===== config.mk =====
export PLATFORM = sky130hd
export DESIGN_NAME = wsts_div
export DESIGN_NICKNAME = d
export VERILOG_FILES = /design/src/rtl/core/wsts_pkg.sv /design/src/rtl/core/wsts_div.sv
export SDC_FILE = /design/constraint.sdc
export NUM_CORES = 1
export LEC_CHECK = 0
export ABC_AREA = 1
export BUFFER_PORTS_ARGS = -buffer_cell sky130_fd_sc_hd__buf_4
export CAP_MARGIN = 25
export CELL_PAD_IN_SITES_DETAIL_PLACEMENT = 1
export CELL_PAD_IN_SITES_GLOBAL_PLACEMENT = 1
export CORE_MARGIN = 3
export CORE_UTILIZATION = 40
export DETAILED_ROUTE_END_ITERATION = 10
export PLACE_DENSITY_LB_ADDON = 0.1
export SYNTH_ARGS = -nofsm -noshare
export SYNTH_HDL_FRONTEND = slang
export SYNTH_SLANG_ARGS = --single-unit
export TNS_END_PERCENT = 1

===== constraint.sdc =====
create_clock -name clock -period 12.6 [get_ports clock]
set_input_delay 1.26 -clock clock [delete_from_list [all_inputs] [get_ports clock]]
set_output_delay 1.26 -clock clock [all_outputs]
set_load 0.05 [all_outputs]

===== src/rtl/core/wsts_pkg.sv =====
// Shared types and constants of the weighted sum-tree sampler.
`default_nettype none
package wsts_pkg;

   localparam int MAX_ENTRIES    = 1024;
   localparam int IDX_W          = 10;
   localparam int CNT_W          = 11;
   localparam int WEIGHT_BITS    = 32;
   localparam int PROB_FRAC_BITS = 16;
   localparam int TOT_W          = 42;
   localparam int MUL_A_W        = 16;
   localparam int MUL_B_W        = TOT_W + 1;
   localparam int PROD_W         = MUL_A_W + MUL_B_W;
   localparam int DIV_NUM_W      = TOT_W + PROB_FRAC_BITS;
   localparam int DIV_CNT_W      = $clog2(DIV_NUM_W);

   localparam logic [WEIGHT_BITS-1:0]    WMAX = '1;
   localparam logic [PROB_FRAC_BITS-1:0] PMAX = '1;

   localparam logic [1:0] KIND_LOAD    = 2'd0;
   localparam logic [1:0] KIND_PROJECT = 2'd1;
   localparam logic [1:0] KIND_SAMPLE  = 2'd2;
   localparam logic [1:0] KIND_QUERY   = 2'd3;

   localparam logic [1:0] STATUS_OK      = 2'd0;
   localparam logic [1:0] STATUS_RANGE   = 2'd1;
   localparam logic [1:0] STATUS_OVERRUN = 2'd2;

   localparam logic CSR_NUM_ENTRIES = 1'b0;
   localparam logic CSR_MIN_PROB    = 1'b1;

   typedef struct packed {
      logic [1:0]                kind;
      logic [IDX_W-1:0]          entry_index;
      logic [31:0]               weight;
      logic [15:0]               target_prob;
      logic [15:0]               random_fraction;
   } req_type;

   typedef struct packed {
      logic [IDX_W-1:0] chosen_index;
      logic [15:0]      probability;
      logic [1:0]       status;
   } rsp_type;

   typedef struct packed {
      logic [IDX_W-1:0]       w_raddr;
      logic                   w_we;
      logic [IDX_W-1:0]       w_waddr;
      logic [WEIGHT_BITS-1:0] w_wdata;
      logic [IDX_W-1:0]       t_raddr;
      logic                   t_we;
      logic [IDX_W-1:0]       t_waddr;
      logic [TOT_W-1:0]       t_wdata;
   } store_cmd_type;

   typedef struct packed {
      logic                 start;
      logic [DIV_NUM_W-1:0] num;
      logic [TOT_W-1:0]     den;
   } div_req_type;

   typedef struct packed {
      logic                 done;
      logic [DIV_NUM_W-1:0] quot;
   } div_rsp_type;

endpackage
`default_nettype wire


===== src/rtl/core/wsts_div.sv =====
// Restoring divider, one quotient bit per cycle.
`default_nettype none
module wsts_div
   import wsts_pkg::*;
(
   input  wire logic        clock,
   input  wire logic        reset,
   input  wire div_req_type req,
   output div_rsp_type      rsp
);

   logic                 busy_ff;
   logic                 done_ff;
   logic [DIV_CNT_W-1:0] cnt_ff;
   logic [DIV_NUM_W-1:0] quo_ff;
   logic [TOT_W-1:0]     rem_ff;
   logic [TOT_W-1:0]     den_ff;
   logic [TOT_W:0]       rem_sh;
   logic [TOT_W:0]       diff;
   logic                 ge;

   always_comb begin
      rem_sh = {rem_ff, quo_ff[DIV_NUM_W-1]};
      diff   = rem_sh - {1'b0, den_ff};
      ge     = rem_sh >= {1'b0, den_ff};
   end

   always_ff @(posedge clock) begin
      if (reset) begin
         busy_ff <= 1'b0;
         done_ff <= 1'b0;
         cnt_ff  <= '0;
      end else begin
         done_ff <= 1'b0;
         if (req.start) begin
            quo_ff  <= req.num;
            rem_ff  <= '0;
            den_ff  <= req.den;
            cnt_ff  <= '0;
            busy_ff <= 1'b1;
         end else if (busy_ff) begin
            rem_ff <= ge ? diff[TOT_W-1:0] : rem_sh[TOT_W-1:0];
            quo_ff <= {quo_ff[DIV_NUM_W-2:0], ge};
            cnt_ff <= cnt_ff + 1'b1;
            if (cnt_ff == DIV_CNT_W'(DIV_NUM_W - 1)) begin
               busy_ff <= 1'b0;
               done_ff <= 1'b1;
            end
         end
      end
   end

   assign rsp.done = done_ff;
   assign rsp.quot = quo_ff;

endmodule
`default_nettype wire


After elaboration in Yosys (flattened, before gate mapping)
Cells that the tools add are included.

Bits in registers: 150. Logic and storage cells: 25.

$add $sub $neg: 2. Magnitude comparators: 1. Equal/unequal tests: 1. Mux-type cells: 8. Bitwise operators: 2. Reduce and logical (&&, ||, !) cells: 5.

Operators with widths (count): $mux W58 (2); $mux W42 (2); $ge A43 B42 Y1 (1); $sub A42 B42 Y42 (1); $add A6 B1 Y6 const B (1); $eq A6 B6 Y1 const B (1); $mux W1 (4); $reduce_and A2 Y1 (2); $reduce_or A3 Y1 (1); $not A1 Y1 (2); $reduce_bool A2 Y1 (1); $reduce_or A2 Y1 (1).

Depth between registers and ports, before layout
Depth after elaboration: 4. Gate-level depth with buffers: 17. Gate-level depth less buffers: 16.

Worst setup path before layout
OpenSTA, ideal clock, no wires.

Kind: input port to flip-flop. From: input port req[100] (netlist bit). To: register quo_ff[0], enable pin. Setup time: 0.697 ns. Arrival time: 8.955 ns. Data required time: 11.903 ns. Slack: 2.949 ns. Stages on the path: 5. Path buffers: 3. Path through: clkbuf_1 > inv_1 > clkbuf_1 > clkbuf_1 > o21ai_0.

Longest elaborated chain between the ends: 2.

RTL lines: from (decl) (RTL line wsts_div.sv:8) `input wire div_req_type req,`; $reduce_bool A2 Y1 (no source line); $reduce_and A2 Y1 (no source line); to (signal assigned) (RTL line wsts_div.sv:36) `quo_ff <= req.num;`; to (signal assigned) (RTL line wsts_div.sv:43) `quo_ff <= {quo_ff[DIV_NUM_W-2:0], ge};`; to (decl) (RTL line wsts_div.sv:15) `logic [DIV_NUM_W-1:0] quo_ff;`.

Every way passes these cells. A chain may end at the register's enable or synchronous reset.

Final worst setup path
From: input port req[100] (netlist bit). To: register quo_ff[6], enable pin.

Same word-level chain as after synthesis.

==> impl_results.md <==
* Cell area after layout at 0.0115 mm^2
* Die span in y at 160 um
* Initial antenna violation count at 0
* Met1 WL at 13100 um
* GRT overflow at 0
* Largest net degree at the start of global routing at 62
* CTS Buf Count at 17
* CP Cell Sequence: buf_4, inv_2, buf_4, o21ai_4, buf_4
* CTS root buf: clkbuf_16
* Ratio of cells with drive above 1 in the final layout at 16.3%
* Yosys Warn Count at 0
* DR WL met3 at 1830 um
* Post-Syn Area at 0.00947 mm^2
* Reg clk slew, reported paths at 0.08 ns
* Worst min path class: reg2reg
* Pwr dens at 147 mW/mm^2
* Finished Layout Cells at 1727
* RSZ-0062 raised after global routing: no
* Crit path required time at 12.66 ns
* CTS tree: done
* I/O Pins at 162
* Slew Limit Headroom at 42.7%
* Final Hold Fails at 0
* # port buffers at 161
* Fmax at 279 MHz
* Max-Cap Viols at 0
* Synth Flop Type: edfxtp_1
* Via density at 4.85
* Clock Skew at 0.0199 ns
* Post-CTS Setup Inserts at 0
* Synth Area in Adders at 6.02%
* Synth Register Bits at 150
* Main area contributors after synthesis: edfxtp_1 45%, nand2_1 19%, inv_1 7.7%, ha_1 5.8%, nor2_1 5.4%
* Commonest cells post-synth: 474 x nand2_1, 194 x inv_1, 142 x edfxtp_1
* DP Cell Count at 1695
* Leak pwr at 5.84 nW
* Crit-path max cell delay at 0.59 ns
* Clk_lat worst skew at 0.44 ns
* Placed instance area at 0.0110 mm^2
* # clock sinks at 150
* Simple logic cell fraction of the synthesized area at 30.0%
* Antenna diode count at 0
* Post-synth EDFFs at 142
* CP startpoint kind: primary input
* Largest family of logic cells by synthesized area: simple AND/OR/NAND/NOR gates
* Measured slew at the worst slew-check pin at 0.860 ns
* Routed vias at 8377
* Final Wtd Congestion at 0.912
* DIE AREA at 0.0256 mm^2
* Drt pass-1 iters at 5
* Post-synthesis mux area share at 0%
* Number of distinct library cells after synthesis at 38
* WL final at 28200 um
* Synth-to-Final Area Change at 21.8%
* Most common cell in the netlist: nand2_1
* Filler cells at 2881
* Final hold slack at 0.455 ns
* Core ar. at 0.0230 mm^2
* Slew Viols, Final at 0
* Tmin final at 3.58 ns
* Max Root-Sink Buffers at 2
* Synth area leader: edfxtp_1
* Hpwl dp at 21500 um
* Starting DRT DRC Count at 437
* Crit path max-delay cell type: buf_4
* Peak supply drop at 0.0000619 V
* WL/cell at 16.3 um
* Residual DRC count at 0
* DR top layer: met4
* Setup violators final at 0
* Post_cts resized at 0
* Async SR Flop Fraction at 0%
* Starting Density at 41.2%
* Total track usage at 22.4%
* Seq/Total Area, Yosys at 46.7%
* First-pass GRT wire length at 46100 um
* Critical path class: in2reg
* Worst path arrival time at 3.64 ns
* Status: finished, final reports clean
* Antenna viol nets, final at 0
* Standard-cell row count at 55
* Met2 WL at 13000 um
* Mapped Cells at 1243
* Post-synthesis compound-gate area fraction at 5.56%
* Synth Area per Inst at 7.62 um^2
* Synth top area share at 45.0%
* Most used cell, CP: buf_4
* H-tree Lvls at 4
* Die Wd at 160 um
* NumNets Final at 1549
* Syn Nets at 1391
* Setup TNS at 0 ns
* CTS Hold Buffers Added at 0
* Critical path capture point type: flop
* Synth Area in XOR/XNOR at 2.31%
* Crit-path max FO at 61
* Number of global-route vias before repair at 8840
* End-of-flow core utilization at 50.2%
* Fin crit share at 28.4%
[registers in the layout, indices dropped and copies added, names as in the netlist]
name	cells
quo_ff	58
den_ff	42
busy_ff	1
done_ff	1
cnt_ff	6
rem_ff	42
[layout make-up]
| cell class | instances | area, um^2 | share of cell area [%] |
|---|---|---|---|
| Clock inverter | 14 | 126 | 1.10 |
| Clock buffer | 18 | 429 | 3.72 |
| Timing Repair Buffer | 166 | 1250 | 10.9 |
| Multi-Input combinational cell | 871 | 4180 | 36.2 |
| Sequential cell | 150 | 4420 | 38.4 |
| Tap cell | 313 | 392 | 3.40 |
| Inverter | 195 | 732 | 6.35 |
[worst max-delay path, delay by kind of cell]
| family | cells | cell delay, ns |
|---|---|---|
| buffers and inverters | 4 | 2.10 |
| AOI/OAI and AO/OA | 1 | 0.22 |
[path summary, 6_finish.rpt]
| kind | to | cells past startpoint | slack [ns] | start |
|---|---|---|---|---|
| hold / removal | cnt_ff[5] | 2 | 0.46 | cnt_ff[5] |
| hold reg to reg | cnt_ff[5] | 2 | 0.46 | cnt_ff[5] |
| setup reg to reg | rem_ff[1] | 13 | 9.16 | rem_ff[0] |
| setup / recovery | quo_ff[6] | 5 | 9.02 | req[100] |
[where the power goes]
part | switching (W) | internal [W] | leakage (nW)
Combinational | 0.000375 | 0.000181 | 4.12
Sequential | 0.0000272 | 0.000613 | 1.44
Clock | 0.000242 | 0.000262 | 0.275
Total | 0.000645 | 0.00106 | 5.84
[layout by cell type (no fill, tap or decap), drive strengths merged, types with 4 or more instances in the layout]
master and instances:
a21oi 42, buf 166, clkbuf 18, dfxtp 8, edfxtp 142, ha 44
inv 206, nand2 486, nand3 55, nand4 4, nor2 146, nor3 4
o21ai 40, o21bai 10, xor2 24
[routing by layer]
layer / global-route usage [%] / vias up
met1: 29.9 / 3963
met3: 5.99 / 17
li1: - / 4212
met5: 0 / -
met4: 4.73 / 0
met2: 36.9 / 185
[kinds of logic after synthesis]
kind of cell	count (synthesis)
flops	150
simple gates	703
buf+inv	222
fa+ha+maj	45
compound gates	98
xor+xnor	25
[metrics by stage]
step           setup slack (ns)  total power, W
4_1_cts                    8.97         0.00171
2_1_floorplan              2.95         0.00105
3_5_place_dp               8.50         0.00121
3_3_place_gp               8.55         0.00119
5_1_grt                    8.77         0.00181
6_report                   9.02         0.00170
No activity file was read; power rests on OpenSTA's default activity.
